### config.mk
export PLATFORM = sky130hd
export DESIGN_NAME = dual_motor_slew_ramp
export DESIGN_NICKNAME = d
export VERILOG_FILES = /design/src/design/dmsr_pkg.sv /design/src/design/dmsr_div.sv /design/src/design/dmsr_ramp.sv /design/src/design/dual_motor_slew_ramp.sv
export SDC_FILE = /design/constraint.sdc
export NUM_CORES = 1
export LEC_CHECK = 0
export ABC_AREA = 1
export BUFFER_PORTS_ARGS = -buffer_cell sky130_fd_sc_hd__buf_2
export CAP_MARGIN = 20
export CORE_MARGIN = 2
export CORE_UTILIZATION = 60
export CTS_CLUSTER_DIAMETER = 50
export DETAILED_ROUTE_END_ITERATION = 12
export PLACE_DENSITY_LB_ADDON = 0.3
export SYNTH_ARGS = -nofsm -noshare
export SYNTH_HDL_FRONTEND = slang
export SYNTH_SLANG_ARGS = --single-unit
### constraint.sdc
create_clock -name clk -period 6.5 [get_ports clk]
set_input_delay 0.65 -clock clk [delete_from_list [all_inputs] [get_ports clk]]
set_output_delay 0.65 -clock clk [all_outputs]
set_load 0.1 [all_outputs]
### src/design/dmsr_pkg.sv
// Shared types, constants and helper functions for the dual motor slew ramp.
// Used by dmsr_div, dmsr_ramp, dmsr_checker and the top level dual_motor_slew_ramp.
`default_nettype none

package dmsr_pkg;

  localparam int TIME_W   = 32;
  localparam int PERIOD_W = 16;
  localparam int SPEED_W  = 9;
  localparam int DUTY_W   = 8;
  localparam int STEP_W   = 4;

  localparam logic [STEP_W-1:0]          MAX_STEPS     = 4'd10;
  localparam logic signed [SPEED_W-1:0]  SPEED_MAX     = 9'sd255;
  localparam logic [PERIOD_W-1:0]        PERIOD_RESET  = 16'd10;

  // Divider status seen by the sequencer.
  typedef struct packed {
    logic              busy;
    logic              done;
    logic [STEP_W-1:0] k;
  } dmsr_div_stat_t;

  // Clamp a target speed into the symmetric range (only -256 moves).
  function automatic logic signed [SPEED_W-1:0] sat_target(
      input logic signed [SPEED_W-1:0] v);
    return (v < -SPEED_MAX) ? -SPEED_MAX : v;
  endfunction

  function automatic logic [DUTY_W-1:0] pos_duty(input logic signed [SPEED_W-1:0] v);
    return (v > 0) ? v[DUTY_W-1:0] : '0;
  endfunction

  function automatic logic [DUTY_W-1:0] neg_duty(input logic signed [SPEED_W-1:0] v);
    logic signed [SPEED_W-1:0] m;
    m = -v;
    return (v < 0) ? m[DUTY_W-1:0] : '0;
  endfunction

endpackage

`default_nettype wire

### src/design/dmsr_div.sv
// Bit-serial restoring divider: elapsed time over step period, one quotient bit a cycle.
// Reports the quotient clamped to the maximum step count. Depends on dmsr_pkg.
`default_nettype none

module dmsr_div (
  input  wire logic                          clk,
  input  wire logic                          rst,
  input  wire logic                          start,
  input  wire logic [dmsr_pkg::TIME_W-1:0]   dividend,
  input  wire logic [dmsr_pkg::PERIOD_W-1:0] divisor,
  output dmsr_pkg::dmsr_div_stat_t           stat
);

  localparam int CNT_W = $clog2(dmsr_pkg::TIME_W);

  logic [dmsr_pkg::TIME_W-1:0]   dvd;
  logic [dmsr_pkg::PERIOD_W-1:0] rem;
  logic [dmsr_pkg::STEP_W-1:0]   q;
  logic                          qsat;
  logic [CNT_W-1:0]              cnt;
  logic                          busy;
  logic                          done;

  logic [dmsr_pkg::PERIOD_W-1:0] div_eff;
  logic [dmsr_pkg::PERIOD_W:0]   trial;
  logic [dmsr_pkg::PERIOD_W:0]   diff;
  logic                          ge;

  // A zero period counts as one millisecond.
  assign div_eff = (divisor == '0) ? dmsr_pkg::PERIOD_W'(1) : divisor;
  assign trial   = {rem, dvd[dmsr_pkg::TIME_W-1]};
  assign ge      = (trial >= {1'b0, div_eff});
  assign diff    = trial - {1'b0, div_eff};

  always_ff @(posedge clk) begin
    if (rst) begin
      busy <= 1'b0;
      done <= 1'b0;
    end else begin
      done <= 1'b0;
      if (start) begin
        busy <= 1'b1;
        cnt  <= '0;
        dvd  <= dividend;
        rem  <= '0;
        q    <= '0;
        qsat <= 1'b0;
      end else if (busy) begin
        dvd  <= {dvd[dmsr_pkg::TIME_W-2:0], 1'b0};
        rem  <= ge ? diff[dmsr_pkg::PERIOD_W-1:0] : trial[dmsr_pkg::PERIOD_W-1:0];
        // Keep only the low quotient bits; remember any overflow past them.
        qsat <= qsat | q[dmsr_pkg::STEP_W-1];
        q    <= {q[dmsr_pkg::STEP_W-2:0], ge};
        cnt  <= cnt + CNT_W'(1);
        if (cnt == CNT_W'(dmsr_pkg::TIME_W - 1)) begin
          busy <= 1'b0;
          done <= 1'b1;
        end
      end
    end
  end

  assign stat.busy = busy;
  assign stat.done = done;
  assign stat.k    = (qsat || (q > dmsr_pkg::MAX_STEPS)) ? dmsr_pkg::MAX_STEPS : q;

endmodule

`default_nettype wire

### src/design/dmsr_ramp.sv
// One channel of the slew limiter: move the speed toward its goal by k, no overshoot.
// Depends on dmsr_pkg for widths and the speed limit.
`default_nettype none

module dmsr_ramp (
  input  wire logic signed [dmsr_pkg::SPEED_W-1:0] cur,
  input  wire logic signed [dmsr_pkg::SPEED_W-1:0] goal,
  input  wire logic        [dmsr_pkg::STEP_W-1:0]  k,
  output logic signed      [dmsr_pkg::SPEED_W-1:0] nxt
);

  localparam int WIDE_W = dmsr_pkg::SPEED_W + 2;

  logic signed [WIDE_W-1:0] c;
  logic signed [WIDE_W-1:0] g;
  logic signed [WIDE_W-1:0] kk;
  logic signed [WIDE_W-1:0] lim;
  logic signed [WIDE_W-1:0] n;

  assign c   = WIDE_W'(cur);
  assign g   = WIDE_W'(goal);
  assign kk  = {{(WIDE_W-dmsr_pkg::STEP_W){1'b0}}, k};
  assign lim = WIDE_W'(dmsr_pkg::SPEED_MAX);

  always_comb begin
    if (c > g) begin
      n = c - kk;
      if (n < g) n = g;
    end else begin
      n = c + kk;
      if (n > g) n = g;
    end
    if (n > lim) n = lim;
    if (n < -lim) n = -lim;
  end

  assign nxt = n[dmsr_pkg::SPEED_W-1:0];

endmodule

`default_nettype wire

### src/design/dual_motor_slew_ramp.sv
// Top level of the two-channel slew-limited H-bridge PWM drive.
// Instantiates dmsr_div and two dmsr_ramp channels; depends on dmsr_pkg.
//
// Usage:
//   Input channel (in_valid/in_ready): one request per item. kind = 0 stores
//   target_right/target_left (clamped to +-255) and restarts the step timer at
//   now_ms. kind = 1 is a tick carrying the millisecond time; once at least one
//   step period has gone by since the last restart, each speed moves toward its
//   target by min(elapsed / period, 10) and the timer restarts at now_ms.
//   Output channel (out_valid/out_ready): one request per item, the four PWM
//   duties (positive and negative parts of each channel speed).
//   Config channel (cfg_valid/cfg_ready/cfg_data): writes step_period_ms; always
//   ready, write it only while the block is idle. Zero acts as one.
// Sequencing:
//   A set-target request passes through ST_DONE into the output register. A tick
//   waits in ST_DIV while the bit-serial divider works, one quotient bit a cycle
//   over the 32-bit elapsed time, then passes through ST_DONE into the output
//   register. One item is in work at a time; the next is accepted the cycle after
//   its result is loaded into the output register.
// Reset: rst (synchronous) zeroes speeds, targets and the timer, sets the period
//   to 10 ms and empties the output register.
// Stall: a result waits in the output register while out_ready is low; a newer
//   result holds in the sequencer until that slot frees.
`default_nettype none

module dual_motor_slew_ramp (
  input  wire logic                           clk,
  input  wire logic                           rst,
  input  wire logic                           in_valid,
  output logic                                in_ready,
  input  wire logic                           kind,
  input  wire logic signed [dmsr_pkg::SPEED_W-1:0] target_right,
  input  wire logic signed [dmsr_pkg::SPEED_W-1:0] target_left,
  input  wire logic [dmsr_pkg::TIME_W-1:0]    now_ms,
  output logic                                out_valid,
  input  wire logic                           out_ready,
  output logic [dmsr_pkg::DUTY_W-1:0]         right_forward_duty,
  output logic [dmsr_pkg::DUTY_W-1:0]         right_back_duty,
  output logic [dmsr_pkg::DUTY_W-1:0]         left_forward_duty,
  output logic [dmsr_pkg::DUTY_W-1:0]         left_back_duty,
  input  wire logic                           cfg_valid,
  output logic                                cfg_ready,
  input  wire logic [dmsr_pkg::PERIOD_W-1:0]  cfg_data
);

  typedef enum logic [1:0] {
    ST_IDLE,
    ST_DIV,
    ST_DONE
  } state_t;

  state_t state;

  logic [dmsr_pkg::PERIOD_W-1:0]   step_period_ms;
  logic signed [dmsr_pkg::SPEED_W-1:0] right_speed;
  logic signed [dmsr_pkg::SPEED_W-1:0] left_speed;
  logic signed [dmsr_pkg::SPEED_W-1:0] right_goal;
  logic signed [dmsr_pkg::SPEED_W-1:0] left_goal;
  logic [dmsr_pkg::TIME_W-1:0]     last_update_ms;
  logic [dmsr_pkg::TIME_W-1:0]     tick_ms;

  logic                            in_acc;
  logic                            div_start;
  logic [dmsr_pkg::TIME_W-1:0]     elapsed;
  dmsr_pkg::dmsr_div_stat_t        div_stat;
  logic signed [dmsr_pkg::SPEED_W-1:0] right_next;
  logic signed [dmsr_pkg::SPEED_W-1:0] left_next;
  logic                            slot_free;

  assign in_ready  = (state == ST_IDLE);
  assign cfg_ready = 1'b1;
  assign in_acc    = in_valid && in_ready;
  assign div_start = in_acc && kind;
  // Wraps modulo 2^32, so a time stamp that went backwards reads as long elapsed.
  assign elapsed   = now_ms - last_update_ms;
  assign slot_free = !out_valid || out_ready;

  dmsr_div u_div (
    .clk      (clk),
    .rst      (rst),
    .start    (div_start),
    .dividend (elapsed),
    .divisor  (step_period_ms),
    .stat     (div_stat)
  );

  dmsr_ramp u_ramp_right (
    .cur  (right_speed),
    .goal (right_goal),
    .k    (div_stat.k),
    .nxt  (right_next)
  );

  dmsr_ramp u_ramp_left (
    .cur  (left_speed),
    .goal (left_goal),
    .k    (div_stat.k),
    .nxt  (left_next)
  );

  // Config register.
  always_ff @(posedge clk) begin
    if (rst) begin
      step_period_ms <= dmsr_pkg::PERIOD_RESET;
    end else if (cfg_valid && cfg_ready) begin
      step_period_ms <= cfg_data;
    end
  end

  // Sequencer, ramp state and output register.
  always_ff @(posedge clk) begin
    if (rst) begin
      state          <= ST_IDLE;
      out_valid      <= 1'b0;
      right_speed    <= '0;
      left_speed     <= '0;
      right_goal     <= '0;
      left_goal      <= '0;
      last_update_ms <= '0;
    end else begin
      // Drop the shown result once taken, unless a new one replaces it.
      if (out_valid && out_ready && state != ST_DONE) out_valid <= 1'b0;

      unique case (state)
        ST_IDLE: begin
          if (in_acc) begin
            if (kind) begin
              // Hold the tick time and let the divider run.
              tick_ms <= now_ms;
              state   <= ST_DIV;
            end else begin
              right_goal     <= dmsr_pkg::sat_target(target_right);
              left_goal      <= dmsr_pkg::sat_target(target_left);
              last_update_ms <= now_ms;
              state          <= ST_DONE;
            end
          end
        end
        ST_DIV: begin
          if (div_stat.done) begin
            // A nonzero step count means at least one period went by.
            if (div_stat.k != '0) begin
              right_speed    <= right_next;
              left_speed     <= left_next;
              last_update_ms <= tick_ms;
            end
            state <= ST_DONE;
          end
        end
        ST_DONE: begin
          if (slot_free) begin
            right_forward_duty <= dmsr_pkg::pos_duty(right_speed);
            right_back_duty    <= dmsr_pkg::neg_duty(right_speed);
            left_forward_duty  <= dmsr_pkg::pos_duty(left_speed);
            left_back_duty     <= dmsr_pkg::neg_duty(left_speed);
            out_valid          <= 1'b1;
            state              <= ST_IDLE;
          end
        end
        default: state <= ST_IDLE;
      endcase
    end
  end

endmodule

`default_nettype wire

# After elaboration in Yosys (flattened, before gate mapping)
# Index checks and enable logic that the tools add are counted.
totals:
  mem_bits_ro: 0
  input_bits: 72
  register_bits: 211
  out_inout_bits: 35
  latch_bits: 0
  mem_bits_rw: 0
  memories: 0
  word_cells: 118
classes:
  addsub: 9
  magnitude_cmp: 18
  reduce_logical: 20
  div_mod_pow: 0
  eq_ne: 9
  shifts: 0
  bitwise_logic: 4
  n_mul: 0
  mux: 38
op_table:
  columns: ["cell", "count"]
  rows:
  - ["2-to-1 mux 32 bit", 6]
  - ["2-to-1 mux 11 bit", 8]
  - ["one-hot mux 32 bit (2 select lines)", 1]
  - ["2-to-1 mux 16 bit", 3]
  - ["2-to-1 mux 9 bit", 4]
  - ["subtractor 32 bit", 1]
  - ["> comparator 11 x 9 -> 1 bit (second input constant)", 2]
  - ["less-than comparator 11 x 9 -> 1 bit (second input constant)", 2]
  - ["adder 9 x 5 -> 10 bit", 2]
  - ["> comparator 10 x 9 -> 1 bit", 2]
  - ["less-than comparator 10 x 9 -> 1 bit", 2]
  - ["subtractor 9 x 5 -> 10 bit", 2]
  - ["> comparator 9 x 1 -> 1 bit (second input constant)", 2]
  - ["> comparator 9 bit", 2]
  - ["less-than comparator 9 x 1 -> 1 bit (second input constant)", 2]
  - ["less-than comparator 9 bit (second input constant)", 2]
  - ["greater-or-equal comparator 17 x 16 -> 1 bit", 1]
  - ["logical NOT 16 bit", 1]
  - ["negation 8 bit", 2]
  - ["subtractor 16 bit", 1]
  - ["AND reduction 3 bit", 4]
  - ["2-to-1 mux 1 bit", 8]
  - ["2-to-1 mux 2 bit", 4]
  - ["2-to-1 mux 4 bit", 2]
  - ["21 further kinds", 32]

# Depth between registers and ports, before layout
# Gate-level depths: netlist (run 1).
depth:
  ltp_word: 11
  mapped_depth: 38
  depth_no_buf: 37

# By module
# From an unflattened synthesis (run 1), not the netlist that was laid out.
hier_totals:
  cells_unflattened: 2363
  hier_area_um2: 16206.8
modules_own_cells:
  columns: ["mod", "instances", "area_each_um2", "seq_area_each_um2", "cells_per_inst"]
  rows:
  - ["dual_motor_slew_ramp", 1, 8207.9, 3663.5, 1112]
  - ["dmsr_div", 1, 3940.0, 1781.7, 518]
  - ["dmsr_ramp at u_ramp_left", 1, 2087.0, 0.0, 380]
  - ["dmsr_ramp at u_ramp_right", 1, 1971.9, 0.0, 353]

# Worst setup path before layout (run 1)
# OpenSTA, ideal clock, no wires.
synth_path:
  kind: "register to register"
  startpoint: "register state[1]"
  endpoint: "register u_div.cnt[0] (enable)"
  period_less_slack_ns: 5.731
  path_stages_with_launch: 9
  n_path_buf: 1
  setup_time_ns: 0.417
  t_required_ns: 6.083
  setup_slack_ns: 0.769
  arrival_time_ns: 5.313
  path_cell_list: "dfxtp_1 nor2_1 nand2_1 nor2_1 inv_1 clkbuf_1 nor2_1 inv_1 nand2_1"
synth_via:
  elab_chain_len: 5
synth_lines:
  columns: ["element", "line", "rtl"]
  rows:
  - ["start, declared", "dual_motor_slew_ramp.sv:52", "state_t state;"]
  - ["start signal, assigned", "dual_motor_slew_ramp.sv:113", "state <= ST_IDLE;"]
  - ["start signal, assigned", "dual_motor_slew_ramp.sv:130", "state <= ST_DIV;"]
  - ["start signal, assigned", "dual_motor_slew_ramp.sv:135", "state <= ST_DONE;"]
  - ["logical NOT 2 bit", "dual_motor_slew_ramp.sv:70", "assign in_ready = (state == ST_IDLE);"]
  - ["net in_ready", "dual_motor_slew_ramp.sv:30", "output logic in_ready,"]
  - ["logical AND 1 bit", "dual_motor_slew_ramp.sv:72", "assign in_acc = in_valid && in_ready;"]
  - ["logical AND 1 bit", "dual_motor_slew_ramp.sv:73", "assign div_start = in_acc && kind;"]
  - ["nonzero test 2 bit (no source line)", null, null]
  - ["AND reduction 2 bit (no source line)", null, null]
  - ["end signal, assigned", "dmsr_div.sv:54", "cnt <= cnt + CNT_W'(1);"]
  - ["end, declared", "dmsr_div.sv:20", "logic [CNT_W-1:0] cnt;"]
# The timed path passes the listed nets, and every way through them passes these cells.
# A chain may end at the register's enable or synchronous reset.

# Final worst setup path (run 1)
layout_path:
  startpoint: "register u_div.qsat"
  endpoint: "register right_speed[3] (netlist name)"
layout_via:
  elab_chain_len: 10
  word_cells_on_any_way: 15
  classes_between: "add/sub: 2; order compare: 4; mux: 6; reduce/logical: 3"
layout_lines:
  columns: ["element", "line", "rtl"]
  rows:
  - ["start, declared", "dmsr_div.sv:19", "logic qsat;"]
  - ["start signal, assigned", "dmsr_div.sv:52", "qsat <= qsat | q[dmsr_pkg::STEP_W-1];"]
  - ["logical OR 1 bit (*)", "dmsr_div.sv:65", "assign stat.k = (qsat || (q > dmsr_pkg::MAX_STEPS)) ? dmsr_pkg::MAX_STEPS : q;"]
  - ["2-to-1 mux 4 bit (*)", "dmsr_div.sv:65", null]
  - ["adder 9 x 5 -> 10 bit or subtractor 9 x 5 -> 10 bit (tied branches)", "dmsr_ramp.sv:30, dmsr_ramp.sv:27", null]
  - ["> comparator 10 x 9 -> 1 bit or less-than comparator 10 x 9 -> 1 bit (tied branches)", "dmsr_ramp.sv:31, dmsr_ramp.sv:28", null]
  - ["2-to-1 mux 11 bit (on tied branches)", "dmsr_ramp.sv:31, dmsr_ramp.sv:28", null]
  - ["2-to-1 mux 11 bit", "dmsr_ramp.sv:26", "if (c > g) begin"]
  - ["> comparator 11 x 9 -> 1 bit", "dmsr_ramp.sv:33", "if (n > lim) n = lim;"]
  - ["2-to-1 mux 11 bit", "dmsr_ramp.sv:33", null]
  - ["less-than comparator 11 x 9 -> 1 bit", "dmsr_ramp.sv:34", "if (n < -lim) n = -lim;"]
  - ["2-to-1 mux 9 bit", "dmsr_ramp.sv:34", null]
  - ["end signal, assigned", "dual_motor_slew_ramp.sv:143", "right_speed <= right_next;"]
  - ["end, declared", "dual_motor_slew_ramp.sv:55", "logic signed [dmsr_pkg::SPEED_W-1:0] right_speed;"]
# Mark *: on every way between the ends. The rest lies on a longest branch, timed or not.

==> results.cfg, run 1 <==
[critical_path]
worst-setup-path-type = reg2reg
startpoint_type = flip-flop
crit_cells = 36
crit_start = u_div.qsat
worstPathRequired_ns = 6.89
cpPeakStageDelay_ns = 0.40
crit_family = simple AND/OR/NAND/NOR gates
rr_startpoint = u_div.qsat
crit_buf_inv = 4
worstReg2RegEnd = right_speed[3]
cp_max_fo = 12
rrSetupSlack_ns = 0.77
crit_top_cell = nand2_1
slowest_stage = fa_1
critical_path.endpoint = right_speed[3]
ff2ff_path_depth = 36
arrival_ns = 6.12
crit_path_end_kind = flip-flop

[synthesis]
syn-cell-area_mm2 = 0.0142
synth_flop_cell = edfxtp_1
ys_seq_area_frac = 0.382
synth_enable_flop_cells = 122
synthDistinctLibCells = 52
synthTopCellsByCount = 421 x nand2_1, 237 x inv_1, 152 x a21oi_1
yosysWarnings = 0
synth_most_common_cell = nand2_1
ys_async_sr_fraction = 0
netlist.area_leader.share = 0.257
synth.largest_area_cell = edfxtp_1
ys_ff_latch = 211
synthTopCellsByArea = edfxtp_1 26%, dfxtp_1 13%, ha_1 11%
syn_area_per_cell_um2 = 7.74
synthesis.nets = 2049
netlist_instances = 1842

[hold_path]
hp-class = in2reg

[power]
p_per_area_mw_per_mm2 = 270
p_leak_uw = 0.00719
peakVddDrop_mv = 0.214

[die]
num_rows = 56
die_area_mm2 = 0.0250
dieWidth_um = 158
ios = 107
start_util = 0.609
core_mm2 = 0.0234
die_y_um = 158

[sta]
worst_pin_slew_ns = 0.925
max_freq_mhz = 175
final.setup.tns_ns = 0
final_hold_viol_count = 0
finClkSkew_ns = 0.0138
rsz0062_at_grt = no
slew_headroom = 0.383
post-route-min-period_ns = 5.73
drv_slew = 0
setup_viol_count_final = 0
post-route-period-util = 0.881

[run]
drv_cap = 0

[place]
gp_congestion = 0.972
placed_cells = 2220
hpwl_um = 25100
portBuffers = 105

[clocking]
postCtsHoldBufs = 0
clk_pin_slew_worst_paths_ns = 0.06
cts.sink_count = 211
cts_root_buf = clkbuf_16
clock_latency_ns = 0.54
cts_tree = built
ctsResizeCount = 0
post-cts-setup-buffers = 0
cts_inserted_buffers = 27
cts_htree_levels = 1
ctsLongestPathBuffers = 3

[route]
drtIter0Drc = 947
routed_via_density = 5.60
post-route-drc-count = 0
routed_wl_um = 34600
vias = 12700
wl_met1_um = 15400
avgRoutedWirePerCell_um = 15.2
ant_nets = 0
routed-wl-met2_um = 16200
wl_met3_um = 1920
routed.top_layer = met4
dr.pass1.iters = 5

[global_route]
antenna_found_initial = 2
grt_pass1_wl_um = 56400
grt_max_degree = 78
grt_pass1_vias = 12000
track_usage = 0.277
grt_overflow_total = 0

[finish]
layout.nets = 2138
drive_gt1_frac = 0.114
num-fill-cells = 2002
multi_input_area_mm2 = 0.00766
final-seq-area_mm2 = 0.00545
layout.cells.non_filler = 2273
syn2layout_area_growth_pct = 11.7

[outcome]
outcome = finished clean
[layer usage]
layer  GRT usage  up-vias
met4      0.0871        0
met2       0.469      364
met1       0.366     5875
li1            -     6409
met3      0.0383       79
met5           0        -
[per-stage QoR]
stage / hold WS (ns) / worst slack, ns / power (uW) / area (um^2) / util
global route: 0.297 / 0.352 / 4540 / 15900 / 0.680
global placement: 0.458 / 1.00 / 2830 / 15000 / 0.642
detailed placement: 0.465 / 0.872 / 2850 / 15000 / 0.642
floorplan: 0.433 / 0.769 / 2570 / 14200 / -
finish: 0.311 / 0.774 / 4300 / 15900 / 0.680
CTS: 0.290 / 0.855 / 4310 / 15900 / 0.679
[power breakdown]
| part | leakage (uW) | switching (uW) | internal (uW) |
|---|---|---|---|
| registers | 0.00186 | 35.2 | 1520 |
| logic | 0.00490 | 864 | 424 |
| clock network | 0.000431 | 591 | 864 |
[worst min path at each step]
| stage | cells past startpoint | slack (ns) | endpoint | start |
|---|---|---|---|---|
| 4_1_cts | 1 | 0.29 | tick_ms[10] | now_ms[10] |
| 2_1_floorplan | 2 | 0.43 | step_period_ms[0] | step_period_ms[0] |
| 3_3_place_gp | 2 | 0.46 | step_period_ms[0] | step_period_ms[0] |
| 3_5_place_dp | 2 | 0.46 | step_period_ms[0] | step_period_ms[0] |
| 6_report | 1 | 0.31 | tick_ms[11] | now_ms[11] |
| 5_1_grt | 1 | 0.30 | tick_ms[22] | now_ms[22] |
[cell usage in the layout (no fill, tap or decap), types with 3 or more instances in the layout]
master and count:
ha_1 129, o211ai_1 4, fa_1 6, a21oi_1 152
clkbuf_16 27, o21ai_2 5, o21a_1 5, nand3_2 7
diode_2 3, o21ai_0 145, buf_2 105, nand3_1 106
buf_4 8, edfxtp_1 122, nor2_2 9, a211oi_1 19
nand2_4 6, clkbuf_1 4, nand2_2 14, o21ai_1 12
nor2_1 100, a31oi_1 35, xnor2_1 17, nor4_1 10
clkinv_2 3, dfxtp_1 89, clkinv_1 10, inv_2 7
nand2_1 420, or2_2 14, inv_1 236, a21o_1 8
nand3b_1 4, o21bai_1 5, inv_6 4, nand4_1 22
nor3_1 21, xor2_1 33
[worst register-to-register path: cells and delay by family (launching register included)]
family                   cells  cell delay (ns)
XOR/XNOR                     1             0.29
AND/OR/NAND/NOR             24             2.78
buffers and inverters        4             0.39
adder cells (fa/ha/maj)      4             1.23
AO/OA/AOI/OAI                3             0.51
flip-flops                   1             0.38
[logic make-up (layout without fill, tap and decap cells)]
family	count (synthesis)	count (layout)	synth area share
AOI/OAI and AO/OA	404	404	0.157
and+or+nand+nor	739	739	0.227
buffers and inverters	302	411	0.0810
adders and majority gates	135	135	0.122
xor gates and xnor gates	50	50	0.0307
other	1	4	0.000263
DFF	211	211	0.382
[registers in the layout, indices dropped and copies added (netlist names), 8 cells and up]
register	count
u_div.rem	16
right_back_duty	8
left_speed	9
left_forward_duty	8
right_forward_duty	8
right_speed	9
last_update_ms	32
u_div.dvd	32
right_goal	9
left_back_duty	8
left_goal	9
tick_ms	32
step_period_ms	16
[area by class of cell]
| type | instances | area share |
|---|---|---|
| multi-input combinational | 1329 | 0.481 |
| sequential | 211 | 0.342 |
| inverter | 248 | 0.0585 |
| clock buffer | 32 | 0.0443 |
| timing repair buffer | 114 | 0.0377 |
| tap | 319 | 0.0251 |
| clock inverter | 17 | 0.0106 |
| antenna | 3 | 0.000472 |
No activity file was read; power rests on OpenSTA's default activity.
==> run 2: changes to the inputs <==
==> constraint.sdc (replaced) <==
create_clock -name clk -period 6.5 [get_ports clk]
set_input_delay 0.325 -clock clk [delete_from_list [all_inputs] [get_ports clk]]
set_output_delay 0.325 -clock clk [all_outputs]
set_load 0.1 [all_outputs]
==> results.cfg, run 2 (synthesized netlist as in run 1, its figures left out) <==
[outcome]
outcome = finished clean

[critical_path]
crit_family = simple AND/OR/NAND/NOR gates
startpoint_type = flip-flop
cp_max_fo = 12
crit_buf_inv = 5
worst-setup-path-type = reg2reg
arrival_ns = 6.10
worstPathRequired_ns = 6.88
slowest_stage = fa_1
crit_path_end_kind = flip-flop
cpPeakStageDelay_ns = 0.40

[route]
drtIter0Drc = 945
routed_wl_um = 35100
vias = 12900
avgRoutedWirePerCell_um = 15.3
post-route-drc-count = 0
routed_via_density = 5.58
dr.pass1.iters = 5
ant_nets = 0

[clocking]
ctsResizeCount = 0
post-cts-setup-buffers = 0
cts_htree_levels = 1
cts_tree = built
postCtsHoldBufs = 32
cts.sink_count = 211
clk_pin_slew_worst_paths_ns = 0.06
cts_inserted_buffers = 26
ctsLongestPathBuffers = 3
clock_latency_ns = 0.55
cts_root_buf = clkbuf_16

[run]
drv_cap = 0

[place]
gp_congestion = 0.972
hpwl_um = 25100
portBuffers = 105
placed_cells = 2219

[sta]
max_freq_mhz = 175
final.setup.tns_ns = 0
final_hold_viol_count = 0
slew_headroom = 0.350
setup_viol_count_final = 0
worst_pin_slew_ns = 0.972
finClkSkew_ns = 0.0268
drv_slew = 0
rsz0062_at_grt = no
post-route-min-period_ns = 5.71
post-route-period-util = 0.879

[die]
dieWidth_um = 158
start_util = 0.609
die_y_um = 158
ios = 107
core_mm2 = 0.0234
die_area_mm2 = 0.0250
num_rows = 56

[power]
internal-power_uw = 2790
peakVddDrop_mv = 0.262
p_leak_uw = 0.00732
switching_share = 0.345
p_switching_uw = 1470
p_comb_frac = 0.306
p_per_area_mw_per_mm2 = 263
p_clk_frac = 0.329
seq_power_share = 0.365

[finish]
layout.cells.non_filler = 2303
most-common-layout-cells = 420 x nand2_1, 236 x inv_1, 152 x a21oi_1
final_util = 0.694
layout.nets = 2169
syn2layout_area_growth_pct = 13.9
final_common_cell = nand2_1
drive_gt1_frac = 0.113
largestRegisters = last_update_ms: 32 flops, tick_ms: 32 flops, u_div.dvd: 32 flops

[global_route]
use_met3 = 0.0386
antenna_found_initial = 2
grt_max_degree = 78
grt_util_met1 = 0.367
grt_pass1_wl_um = 57200
grt.busiest_layer = met2
grt_util_met2 = 0.482
grt_overflow_total = 0
track_usage = 0.281
grt_pass1_vias = 12000

[hold_path]
hp-class = in2reg
==> run 2: cell types whose count changed in the layout (fill, tap and decap cells not counted), sizes merged <==
| cell | delta |
|---|---|
| clkbuf | +7 |
| diode | -1 |
| dlygate4sd3 | +32 |
| clkinv | -5 |
| clkinvlp | +2 |
| inv | -3 |
| bufinv | -2 |
==> run 2: metal layers <==
metal | part of all wire | vias to the layer above | wire length, um
met5 | 0 | - | 0
met4 | 0.031 | 0 | 1090
li1 | - | 6466 | -
met3 | 0.058 | 81 | 2050
met1 | 0.43 | 5952 | 15300
met2 | 0.48 | 358 | 16800
==> run 2: worst paths after layout <==
path / from / end / slack (ns) / depth (start not counted)
min: cfg_data[1] / step_period_ms[1] / 0.04 / 3
min reg2reg: step_period_ms[0] / step_period_ms[0] / 0.47 / 2
max reg2reg: u_div.qsat / right_speed[1] / 0.79 / 35
max: u_div.qsat / right_speed[1] / 0.79 / 35
==> run 2: worst min-delay path, delay by kind of cell <==
family                 cells  cell delay (ns)
buffers and inverters      1             0.08
AOI/OAI and AO/OA          2             0.15
==> run 2: stage by stage <==
stage	setup WS [ns]	cell area [um^2]	power, uW	hold WS [ns]
detailed placement	0.854	15000	2850	0.462
global route	0.333	16200	4520	0.0139
global placement	1.00	15000	2820	0.458
finish	0.786	16200	4270	0.0409
floorplan	0.769	14200	2570	0.424
CTS	0.828	16200	4270	0.0158
==> run 2: power groups by stage <==
| stage | Sequential [uW] | Combinational, uW | Clock [uW] |
|---|---|---|---|
| finish | 1560 | 1300 | 1400 |
| global placement | 1580 | 1240 | 0 |
| floorplan | 1630 | 938 | 0 |
| global route | 1560 | 1470 | 1480 |
| CTS | 1560 | 1290 | 1430 |
| detailed placement | 1580 | 1260 | 0 |
==> run 2: area by class of cell <==
type	instances	area (um^2)
flip-flops and latches	211	5450
fillers	1925	7170
clock inverters	9	88.8
diodes	2	5.00
inverters	248	931
multi-input cells	1329	7660
repair buffers	146	933
well taps	319	399
clock buffers	39	772
==> run 3: changes to the inputs <==
CAP_MARGIN = 10   (was 20)
CORE_UTILIZATION = 56   (was 60)
clock period = 5.21 ns   (was 6.5 ns; I/O delays follow)
==> results.cfg, run 3 (synthesized netlist as in run 1, its figures left out) <==
[outcome]
outcome = finished clean

[global_route]
grt.busiest_layer = met2
grt_max_degree = 77
grt_util_met1 = 0.334
grt_util_met2 = 0.452
grt_pass1_vias = 12000
use_met3 = 0.0419
track_usage = 0.261
grt_overflow_total = 0
grt_pass1_wl_um = 57300
antenna_found_initial = 2

[hold_path]
min_to = step_period_ms[15]
hp-class = in2reg
whs_path_depth = 3
worstHoldStart = cfg_data[15]

[die]
dieWidth_um = 164
core_mm2 = 0.0251
num_rows = 58
start_util = 0.567
ios = 107
die_y_um = 164
die_area_mm2 = 0.0267

[critical_path]
slowest_stage = edfxtp_1
startpoint_type = flip-flop
cpPeakStageDelay_ns = 0.39
crit_top_cell = nand3_1
crit_start = u_div.qsat
worstReg2RegEnd = right_speed[6]
worstPathRequired_ns = 5.59
crit_path_end_kind = flip-flop
ff2ff_path_depth = 35
rr_startpoint = u_div.qsat
rrSetupSlack_ns = 0.30
cp_max_fo = 8
worst-setup-path-type = reg2reg
arrival_ns = 5.29

[clocking]
cts.sink_count = 211
clk_pin_slew_worst_paths_ns = 0.05
cts_htree_levels = 1
clock_latency_ns = 0.53
cts_inserted_buffers = 26
ctsLongestPathBuffers = 3
cts_root_buf = clkbuf_16
cts_tree = built

[sta]
finClkSkew_ns = 0.0107
setup_viol_count_final = 0
post-route-min-period_ns = 4.91
slew_headroom = 0.218
fin_hold_ws_ns = 0.0240
final_hold_viol_count = 0
worst_pin_slew_ns = 1.17
post-route-period-util = 0.943
drv_slew = 0
max_freq_mhz = 204

[place]
placed_cells = 2237
postPlaceCellArea_mm2 = 0.0151
gp_congestion = 0.960
hpwl_um = 25400
portBuffers = 105

[power]
p_clk_frac = 0.313
internal-power_uw = 3490
p_comb_frac = 0.326
seq_power_share = 0.362
peakVddDrop_mv = 0.318
p_switching_uw = 1880
p_leak_uw = 0.00745
p_per_area_mw_per_mm2 = 322
switching_share = 0.351

[route]
drtIter0Drc = 1104
avgRoutedWirePerCell_um = 15.4
dr.pass1.iters = 6
post-route-drc-count = 0
vias = 12900
routed_via_density = 5.52
ant_nets = 0
routed_wl_um = 36000

[finish]
layout.nets = 2198
final_common_cell = nand2_1
num-fill-cells = 2119
largestRegisters = last_update_ms: 32 flops, tick_ms: 32 flops, u_div.dvd: 32 flops
stdcell_area_mm2 = 0.0167
most-common-layout-cells = 406 x nand2_1, 234 x inv_1, 149 x a21oi_1
syn2layout_area_growth_pct = 17.2
drive_gt1_frac = 0.144
layout.cells.non_filler = 2342

[run]
drv_cap = 0
run 3: worst max-delay path: cells and delay by family, from the launching register on:
kind                       cells  cell delay, ns
buffers and inverters          5            0.43
AOI/OAI and AO/OA              3            0.34
adders and majority gates      4            1.00
DFF                            1            0.39
xor gates and xnor gates       1            0.17
and+or+nand+nor               22            2.42
run 3: timing repair:
item	4_1_cts	5_1_grt
hold buffers	40	0
setup endpoints to repair	15	18
pin swaps	0	32
buffers inserted	0	13
cloned	0	3
hold endpoints to repair	40	0
resized for setup	2	66
run 3: power by group through the flow:
stage	clock, uW	combinational, uW	sequential, uW
2_1_floorplan	0	1170	2030
3_3_place_gp	0	1550	1970
3_5_place_dp	0	1580	1980
4_1_cts	1710	1620	1940
5_1_grt	1780	1950	1950
6_report	1680	1750	1940
run 3: cell type report:
cell class / count / area (um^2) / share of cell area
Timing Repair Buffer: 172 / 1130 / 0.0676
Antenna cell: 1 / 2.50 / 0.000150
Sequential cell: 211 / 5450 / 0.326
Tap cell: 330 / 413 / 0.0247
Clock buffer: 34 / 722 / 0.0432
Multi-Input combinational cell: 1332 / 7970 / 0.478
Inverter: 248 / 931 / 0.0557
Clock inverter: 14 / 82.6 / 0.00495
run 3: layer usage:
layer  wire length, um  vias up
met1             15500     5903
met4              1040        2
met5                13        -
met3              2160       74
li1                  -     6540
met2             17300      418
run 3: per-stage QoR:
stage               power (uW)  setup TNS, ns  setup slack (ns)  utilization
floorplan                 3200              0            0.0577            -
global route              5680         -0.464           -0.0745        0.665
detailed placement        3560         -0.695           -0.0980        0.601
global placement          3530              0             0.151        0.601
CTS                       5270              0            0.0212        0.649
finish                    5370              0             0.298        0.665
run 3: how the worst max path moves through the flow:
stage,cells after the start,slack (ns),to
floorplan,8,0.06,u_div.cnt[0]
global placement,36,0.15,right_speed[3]
detailed placement,35,-0.1,right_speed[6]
CTS,35,0.02,right_speed[6]
global route,38,-0.07,right_speed[6]
finish,35,0.30,right_speed[6]
